--- src/sv/idct8_pkg.sv ---
// ============================================================================
// idct8_pkg
// Types and constants shared by the stages of the eight-point AAN row IDCT.
// ============================================================================
package idct8_pkg;

  // One 16-bit signed sample.
  typedef logic signed [15:0] smp_t;

  // Q8 multiplier constants of the butterfly network.
  localparam logic signed [11:0] K_SQRT2 = 12'sd362;
  localparam logic signed [11:0] K_C184  = 12'sd473;
  localparam logic signed [11:0] K_C261N = -12'sd669;
  localparam logic signed [11:0] K_C108  = 12'sd277;

  // Pixel clamp limits and level shift.
  localparam smp_t PIX_LOW   = -16'sd4096;
  localparam smp_t PIX_HIGH  = 16'sd4064;
  localparam smp_t PIX_SHIFT = 16'sd128;
  localparam smp_t PIX_MIN   = 16'sd0;
  localparam smp_t PIX_MAX   = 16'sd255;

  // Input request.
  typedef struct packed {
    smp_t coef_0;
    smp_t coef_1;
    smp_t coef_2;
    smp_t coef_3;
    smp_t coef_4;
    smp_t coef_5;
    smp_t coef_6;
    smp_t coef_7;
    logic raw_mode;
  } in_req_t;

  // Output request.
  typedef struct packed {
    smp_t out_0;
    smp_t out_1;
    smp_t out_2;
    smp_t out_3;
    smp_t out_4;
    smp_t out_5;
    smp_t out_6;
    smp_t out_7;
  } out_req_t;

  // Per-stage pipeline control.
  typedef struct packed {
    logic vld;   // an item is offered to the stage
    logic adv;   // the stage register may load
  } stg_ctl_t;

  // Stage 1: first butterflies and multiplier operands.
  typedef struct packed {
    logic                raw;
    smp_t                e10;
    smp_t                e11;
    smp_t                e13;
    logic signed [16:0]  d26;
    smp_t                z10;
    smp_t                z12;
    logic signed [16:0]  z11m13;
    logic signed [16:0]  z10p12;
    smp_t                x7;
  } s1_t;

  // Stage 2: scaled products, bits 23:8 of each.
  typedef struct packed {
    logic raw;
    smp_t e10;
    smp_t e11;
    smp_t e13;
    smp_t x7;
    smp_t m_e12;
    smp_t m_o11;
    smp_t m_z5;
    smp_t m_o12;
    smp_t m_o10;
  } s2_t;

  // Stage 3: the eight x terms.
  typedef struct packed {
    logic raw;
    smp_t x0;
    smp_t x1;
    smp_t x2;
    smp_t x3;
    smp_t x4;
    smp_t x5;
    smp_t x6;
    smp_t x7;
  } s3_t;

endpackage

--- src/sv/idct8_aan_fixed_clamp.sv ---
// ============================================================================
// idct8_aan_fixed_clamp
// Eight-point AAN inverse DCT of one row, raw or clamped to pixels.
// ============================================================================
//   Channel  Direction  Handshake             Payload
//   in       input      in_valid_i/in_stall_o    in_req_i  (8 coefs, raw_mode)
//   out      output     out_valid_o/out_stall_i  out_req_o (8 samples)
//
// A request enters every cycle while in_stall_o is low; its result passes through
// the four register stages (butterflies, multiplies, combine, output
// butterflies with clamp) before it is offered on out_valid_o.
// Reset clears only the stage valid bits.
// A stage loads when it is empty or the stage after it moves, so bubbles
// are squeezed out and an output stall holds the last stage and each full stage behind it.
module idct8_aan_fixed_clamp (
  input  logic                clk_i,
  input  logic                rst_ni,
  input  logic                in_valid_i,
  output logic                in_stall_o,
  input  idct8_pkg::in_req_t  in_req_i,
  output logic                out_valid_o,
  input  logic                out_stall_i,
  output idct8_pkg::out_req_t out_req_o
);

  logic                v1, v2, v3, v4;
  logic                rdy1, rdy2, rdy3, rdy4;
  idct8_pkg::s1_t      s1;
  idct8_pkg::s2_t      s2;
  idct8_pkg::s3_t      s3;
  idct8_pkg::stg_ctl_t ctl1, ctl2, ctl3, ctl4;

  // Ready chain from the output back to the input.
  assign rdy4 = !v4 || !out_stall_i;
  assign rdy3 = !v3 || rdy4;
  assign rdy2 = !v2 || rdy3;
  assign rdy1 = !v1 || rdy2;

  assign ctl1 = '{vld: in_valid_i, adv: rdy1};
  assign ctl2 = '{vld: v1, adv: rdy2};
  assign ctl3 = '{vld: v2, adv: rdy3};
  assign ctl4 = '{vld: v3, adv: rdy4};

  idct8_bfly u_bfly (
    .clk_i  (clk_i),
    .rst_ni (rst_ni),
    .ctl_i  (ctl1),
    .req_i  (in_req_i),
    .vld_o  (v1),
    .data_o (s1)
  );

  idct8_mult u_mult (
    .clk_i  (clk_i),
    .rst_ni (rst_ni),
    .ctl_i  (ctl2),
    .data_i (s1),
    .vld_o  (v2),
    .data_o (s2)
  );

  idct8_comb u_comb (
    .clk_i  (clk_i),
    .rst_ni (rst_ni),
    .ctl_i  (ctl3),
    .data_i (s2),
    .vld_o  (v3),
    .data_o (s3)
  );

  idct8_clamp u_clamp (
    .clk_i  (clk_i),
    .rst_ni (rst_ni),
    .ctl_i  (ctl4),
    .data_i (s3),
    .vld_o  (v4),
    .data_o (out_req_o)
  );

  assign in_stall_o  = !rdy1;
  assign out_valid_o = v4;

endmodule

--- src/sv/idct8_bfly.sv ---
// ============================================================================
// idct8_bfly
// Stage 1: input butterflies of the even and odd parts.
// ============================================================================
module idct8_bfly (
  input  logic                clk_i,
  input  logic                rst_ni,
  input  idct8_pkg::stg_ctl_t ctl_i,
  input  idct8_pkg::in_req_t  req_i,
  output logic                vld_o,
  output idct8_pkg::s1_t      data_o
);

  logic           vld_q;
  idct8_pkg::s1_t data_d;
  idct8_pkg::s1_t data_q;
  idct8_pkg::smp_t z11, z13;

  // Even part sums wrap to 16 bits; the difference feeding the multiplier
  // keeps its full 17 bits.
  always_comb begin
    z13 = req_i.coef_5 + req_i.coef_3;
    z11 = req_i.coef_1 + req_i.coef_7;
    data_d.raw    = req_i.raw_mode;
    data_d.e10    = req_i.coef_0 + req_i.coef_4;
    data_d.e11    = req_i.coef_0 - req_i.coef_4;
    data_d.e13    = req_i.coef_2 + req_i.coef_6;
    data_d.d26    = {req_i.coef_2[15], req_i.coef_2} - {req_i.coef_6[15], req_i.coef_6};
    data_d.z10    = req_i.coef_5 - req_i.coef_3;
    data_d.z12    = req_i.coef_1 - req_i.coef_7;
    data_d.z11m13 = {z11[15], z11} - {z13[15], z13};
    data_d.z10p12 = {data_d.z10[15], data_d.z10} + {data_d.z12[15], data_d.z12};
    data_d.x7     = z11 + z13;
  end

  // Valid bit travels with the data.
  always_ff @(posedge clk_i or negedge rst_ni) begin
    if (!rst_ni) begin
      vld_q <= 1'b0;
    end else if (ctl_i.adv) begin
      vld_q <= ctl_i.vld;
    end
  end

  always_ff @(posedge clk_i) begin
    if (ctl_i.adv && ctl_i.vld) begin
      data_q <= data_d;
    end
  end

  assign vld_o  = vld_q;
  assign data_o = data_q;

endmodule

--- src/sv/idct8_mult.sv ---
// ============================================================================
// idct8_mult
// Stage 2: the five constant multiplies, each scaled down by 2^8.
// ============================================================================
module idct8_mult (
  input  logic                clk_i,
  input  logic                rst_ni,
  input  idct8_pkg::stg_ctl_t ctl_i,
  input  idct8_pkg::s1_t      data_i,
  output logic                vld_o,
  output idct8_pkg::s2_t      data_o
);

  logic               vld_q;
  idct8_pkg::s2_t     data_d;
  idct8_pkg::s2_t     data_q;
  logic signed [28:0] p_e12, p_o11, p_z5, p_o12, p_o10;

  // Only the low 16 bits of each shifted product are used later, so bits
  // 23:8 of the exact product stand for the arithmetic shift.
  always_comb begin
    p_e12 = data_i.d26 * idct8_pkg::K_SQRT2;
    p_o11 = data_i.z11m13 * idct8_pkg::K_SQRT2;
    p_z5  = data_i.z10p12 * idct8_pkg::K_C184;
    p_o12 = data_i.z10 * idct8_pkg::K_C261N;
    p_o10 = data_i.z12 * idct8_pkg::K_C108;
    data_d.raw   = data_i.raw;
    data_d.e10   = data_i.e10;
    data_d.e11   = data_i.e11;
    data_d.e13   = data_i.e13;
    data_d.x7    = data_i.x7;
    data_d.m_e12 = p_e12[23:8];
    data_d.m_o11 = p_o11[23:8];
    data_d.m_z5  = p_z5[23:8];
    data_d.m_o12 = p_o12[23:8];
    data_d.m_o10 = p_o10[23:8];
  end

  always_ff @(posedge clk_i or negedge rst_ni) begin
    if (!rst_ni) begin
      vld_q <= 1'b0;
    end else if (ctl_i.adv) begin
      vld_q <= ctl_i.vld;
    end
  end

  always_ff @(posedge clk_i) begin
    if (ctl_i.adv && ctl_i.vld) begin
      data_q <= data_d;
    end
  end

  assign vld_o  = vld_q;
  assign data_o = data_q;

endmodule

--- src/sv/idct8_comb.sv ---
// ============================================================================
// idct8_comb
// Stage 3: combines the products into the eight x terms.
// ============================================================================
module idct8_comb (
  input  logic                clk_i,
  input  logic                rst_ni,
  input  idct8_pkg::stg_ctl_t ctl_i,
  input  idct8_pkg::s2_t      data_i,
  output logic                vld_o,
  output idct8_pkg::s3_t      data_o
);

  logic            vld_q;
  idct8_pkg::s3_t  data_d;
  idct8_pkg::s3_t  data_q;
  idct8_pkg::smp_t e12, o12, o10;

  // All terms here wrap modulo 2^16.
  always_comb begin
    e12 = data_i.m_e12 - data_i.e13;
    o12 = data_i.m_o12 + data_i.m_z5;
    o10 = data_i.m_o10 - data_i.m_z5;
    data_d.raw = data_i.raw;
    data_d.x0  = data_i.e10 + data_i.e13;
    data_d.x3  = data_i.e10 - data_i.e13;
    data_d.x1  = data_i.e11 + e12;
    data_d.x2  = data_i.e11 - e12;
    data_d.x7  = data_i.x7;
    data_d.x6  = o12 - data_i.x7;
    data_d.x5  = data_i.m_o11 - data_d.x6;
    data_d.x4  = o10 + data_d.x5;
  end

  always_ff @(posedge clk_i or negedge rst_ni) begin
    if (!rst_ni) begin
      vld_q <= 1'b0;
    end else if (ctl_i.adv) begin
      vld_q <= ctl_i.vld;
    end
  end

  always_ff @(posedge clk_i) begin
    if (ctl_i.adv && ctl_i.vld) begin
      data_q <= data_d;
    end
  end

  assign vld_o  = vld_q;
  assign data_o = data_q;

endmodule

--- src/sv/idct8_clamp.sv ---
// ============================================================================
// idct8_clamp
// Stage 4: output butterflies and the optional pixel clamp.
// ============================================================================
module idct8_clamp (
  input  logic                clk_i,
  input  logic                rst_ni,
  input  idct8_pkg::stg_ctl_t ctl_i,
  input  idct8_pkg::s3_t      data_i,
  output logic                vld_o,
  output idct8_pkg::out_req_t data_o
);

  logic                vld_q;
  idct8_pkg::out_req_t data_d;
  idct8_pkg::out_req_t data_q;
  idct8_pkg::smp_t     r0, r1, r2, r3, r4, r5, r6, r7;

  // Level-shifted pixel of one raw sample, or the sample itself in raw mode.
  function automatic idct8_pkg::smp_t fmt(input idct8_pkg::smp_t v, input logic raw);
    idct8_pkg::smp_t res;
    if (raw) begin
      res = v;
    end else if (v < idct8_pkg::PIX_LOW) begin
      res = idct8_pkg::PIX_MIN;
    end else if (v > idct8_pkg::PIX_HIGH) begin
      res = idct8_pkg::PIX_MAX;
    end else begin
      res = (v >>> 5) + idct8_pkg::PIX_SHIFT;
    end
    return res;
  endfunction

  always_comb begin
    r0 = data_i.x0 + data_i.x7;
    r1 = data_i.x1 + data_i.x6;
    r2 = data_i.x2 + data_i.x5;
    r3 = data_i.x3 - data_i.x4;
    r4 = data_i.x3 + data_i.x4;
    r5 = data_i.x2 - data_i.x5;
    r6 = data_i.x1 - data_i.x6;
    r7 = data_i.x0 - data_i.x7;
    data_d.out_0 = fmt(r0, data_i.raw);
    data_d.out_1 = fmt(r1, data_i.raw);
    data_d.out_2 = fmt(r2, data_i.raw);
    data_d.out_3 = fmt(r3, data_i.raw);
    data_d.out_4 = fmt(r4, data_i.raw);
    data_d.out_5 = fmt(r5, data_i.raw);
    data_d.out_6 = fmt(r6, data_i.raw);
    data_d.out_7 = fmt(r7, data_i.raw);
  end

  always_ff @(posedge clk_i or negedge rst_ni) begin
    if (!rst_ni) begin
      vld_q <= 1'b0;
    end else if (ctl_i.adv) begin
      vld_q <= ctl_i.vld;
    end
  end

  always_ff @(posedge clk_i) begin
    if (ctl_i.adv && ctl_i.vld) begin
      data_q <= data_d;
    end
  end

  assign vld_o  = vld_q;
  assign data_o = data_q;

endmodule

--- config.mk ---
export PLATFORM = sky130hd
export DESIGN_NAME = idct8_aan_fixed_clamp
export DESIGN_NICKNAME = d
export VERILOG_FILES = /design/src/sv/idct8_pkg.sv /design/src/sv/idct8_aan_fixed_clamp.sv /design/src/sv/idct8_bfly.sv /design/src/sv/idct8_mult.sv /design/src/sv/idct8_comb.sv /design/src/sv/idct8_clamp.sv
export SDC_FILE = /design/constraint.sdc
export NUM_CORES = 2
export LEC_CHECK = 0
export BUFFER_PORTS_ARGS = -buffer_cell sky130_fd_sc_hd__buf_2
export CORE_MARGIN = 4
export CORE_UTILIZATION = 30
export DETAILED_ROUTE_END_ITERATION = 10
export PLACE_DENSITY_LB_ADDON = 0.05
export SLEW_MARGIN = 15
export SYNTH_ARGS = -nofsm -noshare
export SYNTH_HDL_FRONTEND = slang
export SYNTH_SLANG_ARGS = --single-unit
--- constraint.sdc ---
create_clock -name clk_i -period 13.8 [get_ports clk_i]
set_input_delay 0.69 -clock clk_i [delete_from_list [all_inputs] [get_ports clk_i]]
set_output_delay 0.69 -clock clk_i [all_outputs]
set_load 0.02 [all_outputs]
# Word-level counts from Yosys, hierarchy flattened
# Cells that the tools add are included.
op_classes:
  magnitude_cmp: 16
  n_mul: 5
  n_mux: 24
  reduce_logical: 14
  add_sub_neg: 37
ops:
  columns: ["cell", "count"]
  rows:
  - ["$mux W16", 24]
  - ["$add A16 B16 Y16", 13]
  - ["$sub A16 B16 Y16", 13]
  - ["$gt A16 B13 Y1 const B", 8]
  - ["$lt A16 B13 Y1 const B", 8]
  - ["$add A11 B9 Y12 const B", 8]
  - ["$mul A17 B9 Y23 const B", 2]
  - ["$sub A16 B16 Y17", 2]
  - ["$mul A16 B10 Y24 const B", 1]
  - ["$mul A16 B11 Y24 const B", 1]
  - ["$mul A17 B10 Y24 const B", 1]
  - ["$add A16 B16 Y17", 1]
  - ["$logic_not A1 Y1", 6]
  - ["$logic_and A1 B1 Y1", 4]
  - ["$logic_or A1 B1 Y1", 4]
word_totals:
  input_bits: 133
  wordCells: 137
  out_inout_bits: 130
  register_bits: 554

# Logic depth before layout (Yosys ltp)
depth:
  ltp_word: 6
  ltp_mapped: 32
  depth_no_buf: 32

# Hierarchy
# From an unflattened synthesis, not the netlist that was laid out.
unflattened:
  hier_cells: 5299
  area_unflattened_um2: 53017.1
modules_own_cells:
  columns: ["module", "instances", "seq_area_each_um2", "area_per_inst_um2", "cells_per_inst"]
  rows:
  - ["idct8_mult", 1, 4379.2, 17355.4, 1519]
  - ["idct8_clamp", 1, 3868.7, 13197.7, 1527]
  - ["idct8_bfly", 1, 4379.2, 12055.3, 1219]
  - ["idct8_comb", 1, 3838.7, 10375.0, 1028]
  - ["idct8_aan_fixed_clamp", 1, 0.0, 33.8, 6]

# Least setup slack after synthesis
# Ideal clock, no wire load.
synth_path:
  kind: "input to register"
  from: "input out_stall_i"
  to: "register u_clamp.data_q, in the netlist u_clamp.data_o[0] (enable)"
  required_time_ps: 12989
  n_path_buf: 0
  arrival_ps: 9904
  stages: 1
  setup_time_ps: 811
  slack_ps: 3085
  path_cell_list: "a21boi_0"
synth_between:
  elab_chain_len: 3
synth_lines:
  columns: ["item", "line_no", "source"]
  rows:
  - ["start, declared", "idct8_aan_fixed_clamp.sv:22", "input logic out_stall_i,"]
  - ["$logic_not A1 Y1", "idct8_aan_fixed_clamp.sv:34", "assign rdy4 = !v4 || !out_stall_i;"]
  - ["$logic_or A1 B1 Y1", "idct8_aan_fixed_clamp.sv:34", null]
  - ["$logic_and A1 B1 Y1", "idct8_clamp.sv:62", "if (ctl_i.adv && ctl_i.vld) begin"]
  - ["end signal, assigned", "idct8_clamp.sv:63", "data_q <= data_d;"]
  - ["end, declared", "idct8_clamp.sv:16", "idct8_pkg::out_req_t data_q;"]
# No other way between the ends.
# A chain may end at the register's enable or synchronous reset.

==> results.toml <==
[run_status]
status = "completed"

[worst_setup_path]
critPathLaunch = "u_mult.data_o[32]$_DFFE_PP_"
cp_common_cell = "inv_1"
max_stage_delay_ns = 0.50
critical_path_class = "register to register"
required_ns = 14.20
reg2reg_slack_ns = 7.07
r2r_cells = 31
cp-start-kind = "register"
slowest_stage = "fa_1"
critPathMaxFanout = 4
cp.arrival_ns = 7.13
reg2reg_from = "u_mult.data_o[32]$_DFFE_PP_"
setup.worst_path.end = "u_comb.data_o[63]$_DFFE_PP_"
worst_r2r_endpoint = "u_comb.data_o[63]$_DFFE_PP_"
cp-end-kind = "register"

[clocking]
cts_resized = 0
clkSlewWorstSetupHoldPaths_ns = 0.06
cts_buffers = 69
clockBufferDepth = 3
post_cts_buffers = 0
h-tree-depth = 3
cts_root_buf = "clkbuf_16"
hold_buffers = 1
clock_latency_ns = 0.68
cts_tree = "built"
cts_sinks = 548

[min_path]
min_path_type = "input pin to register"
hp-start = "in_valid_i"
min_path_cells = 2

[timing]
setup_viol = 0
layout_min_cycle_time_ns = 6.73
final.setup.tns_ns = 0
rsz0062_at_grt = "no"
worst_slack_ns = 7.07
relSlewSlack_pct = 30.8
hold_viol_final = 0
drv_slew = 0
fin_crit_sh_pct = 48.8
fin_skew_ns = 0.0428
worst_slew_pin_slew_ns = 1.04
fmax_ghz = 0.149

[die]
start_util_pct = 30.1
die_h_um = 420
rows = 151
core_sq_mm = 0.169
die_area_sq_mm = 0.177
fp.dieW_um = 420
io_pins = 263

[final_layout]
fill_cells = 17400
area_growth_syn_to_layout_pct = 12.1
stdcell_count = 7614
drive_gt1_share_pct = 7.89
mostFrequentLayoutCell = "inv_1"
fin_nets = 6531
fin_area_sq_mm = 0.0572
diodes = 0
layout_common_cells = "inv_1 (938), ha_1 (780), edfxtp_1 (544)"

[yosys]
synthCells = 5081
yosysTopAreaCellShare_pct = 32.0
syn-num-nets = 6272
synth-async-reset-ratio_pct = 0.730
syn-cell-area_sq_mm = 0.0510
synth_flop_cell = "edfxtp_1"
syn_avg_cell_area_sq_um = 10.0
ys_seq_elements = 548
synth_edf_count = 544
ys_seq_area_share_pct = 32.2
synth_warnings = 0
yosysUniqueCellTypes = 88
synth.area.top_cells = "edfxtp_1 (32%), ha_1 (19%), fa_1 (11%), inv_1 (6.9%), xnor2_1 (5.4%)"
yosys.area.top_type = "edfxtp_1"

[placed_design]
placed_cell_area_sq_mm = 0.0549
post-place-ws_ns = 7.12
dp_hpwl_um = 122000
place_congestion = 0.829
dpl.cell_count = 7486
numPortBuffers = 262

[grt]
antenna_found_initial = 9
grt_remaining_overflow = 0
gr-usage-all-layers_pct = 16.2
grt_max_degree = 76
grt_pass1_vias = 35800
grt_pass1_wl_um = 219000

[routing]
finalWirelength_um = 143000
vias = 35300
vias_per_cell = 4.63
dr.pass1.iters = 8
ant_nets = 0
drt_iter0_markers = 1847
wl_per_cell_um = 18.8
drc_errors = 0

[flow_run]
cap_viol_max_count = 0
cells by family after synthesis:
kind of cell	Yosys count	share of synthesized area (%)
simple gates	1071	10.4
fa+ha+maj	1063	30.1
buf+inv	1026	7.56
compound gates	953	12.5
flops	548	32.2
xor+xnor	407	6.99
mux	13	0.260
critical path: cells and delay by family (launching register included):
kind            cells  cell delay [ns]
flops               1             0.39
xor+xnor            4             0.59
buf+inv             6             0.38
compound gates      9             1.59
simple gates        4             0.84
fa+ha+maj           8             2.66
final cells by class:
type | count | area (sq um) | share of cell area, %
timing repair buffer | 275 | 1410 | 2.47
multi-input combinational | 3507 | 30800 | 53.8
clock buffer | 81 | 1810 | 3.17
inverter | 939 | 3520 | 6.16
tap | 2218 | 2780 | 4.85
sequential | 548 | 16400 | 28.7
clock inverter | 46 | 495 | 0.866
stage by stage:
step	util, %	hold WS (ns)
floorplan	-	0.394
global placement	32.4	0.403
detailed placement	32.4	0.405
CTS	33.8	0.173
global route	33.8	0.221
finish	33.8	0.252
how the worst min path moves through the flow:
stage	end
2_1_floorplan	u_bfly.vld_o$_DFFE_PN0N_
3_3_place_gp	u_mult.data_o[106]$_DFFE_PP_
3_5_place_dp	u_mult.data_o[112]$_DFFE_PP_
4_1_cts	u_bfly.vld_o$_DFFE_PN0N_
5_1_grt	u_bfly.vld_o$_DFFE_PN0N_
6_report	u_bfly.vld_o$_DFFE_PN0N_
sequential cells by signal, indices dropped and copies added (netlist names):
signal,count
u_bfly.data_o,145
u_bfly.vld_o,1
u_clamp.data_o,128
u_clamp.vld_o,1
u_comb.data_o,127
u_comb.vld_o,1
u_mult.data_o,144
u_mult.vld_o,1
synthesized netlist by cell type, types with 22 or more instances:
cell and number:
a21o_1 53, a21oi_1 259, xnor2_1 312, inv_1 939, and2_1 31, clkbuf_1 82, ha_1 780, a21boi_0 23
fa_1 278, a221oi_1 23, nand3_1 61, o21a_1 45, nand2b_1 60, a31oi_1 29, nand2_1 187, nor2_1 358
and3_1 41, or3_1 36, a211oi_1 38, edfxtp_1 544, o31ai_1 27, nor4_1 22, nor2b_1 62, xor2_1 95
o21ai_0 162, o211ai_1 33, nor3_1 102, o21bai_1 61
routing by layer:
metal	vias to the layer above	GRT usage [%]	wire length, um
li1	17900	-	-
met1	16700	23.6	73000
met2	508	25.9	63700
met3	102	1.68	4440
met4	0	3.27	2090
met5	-	0	0
Power is not shown: default switching activity piles up to over one toggle a cycle in this logic, so the estimate is an artifact.
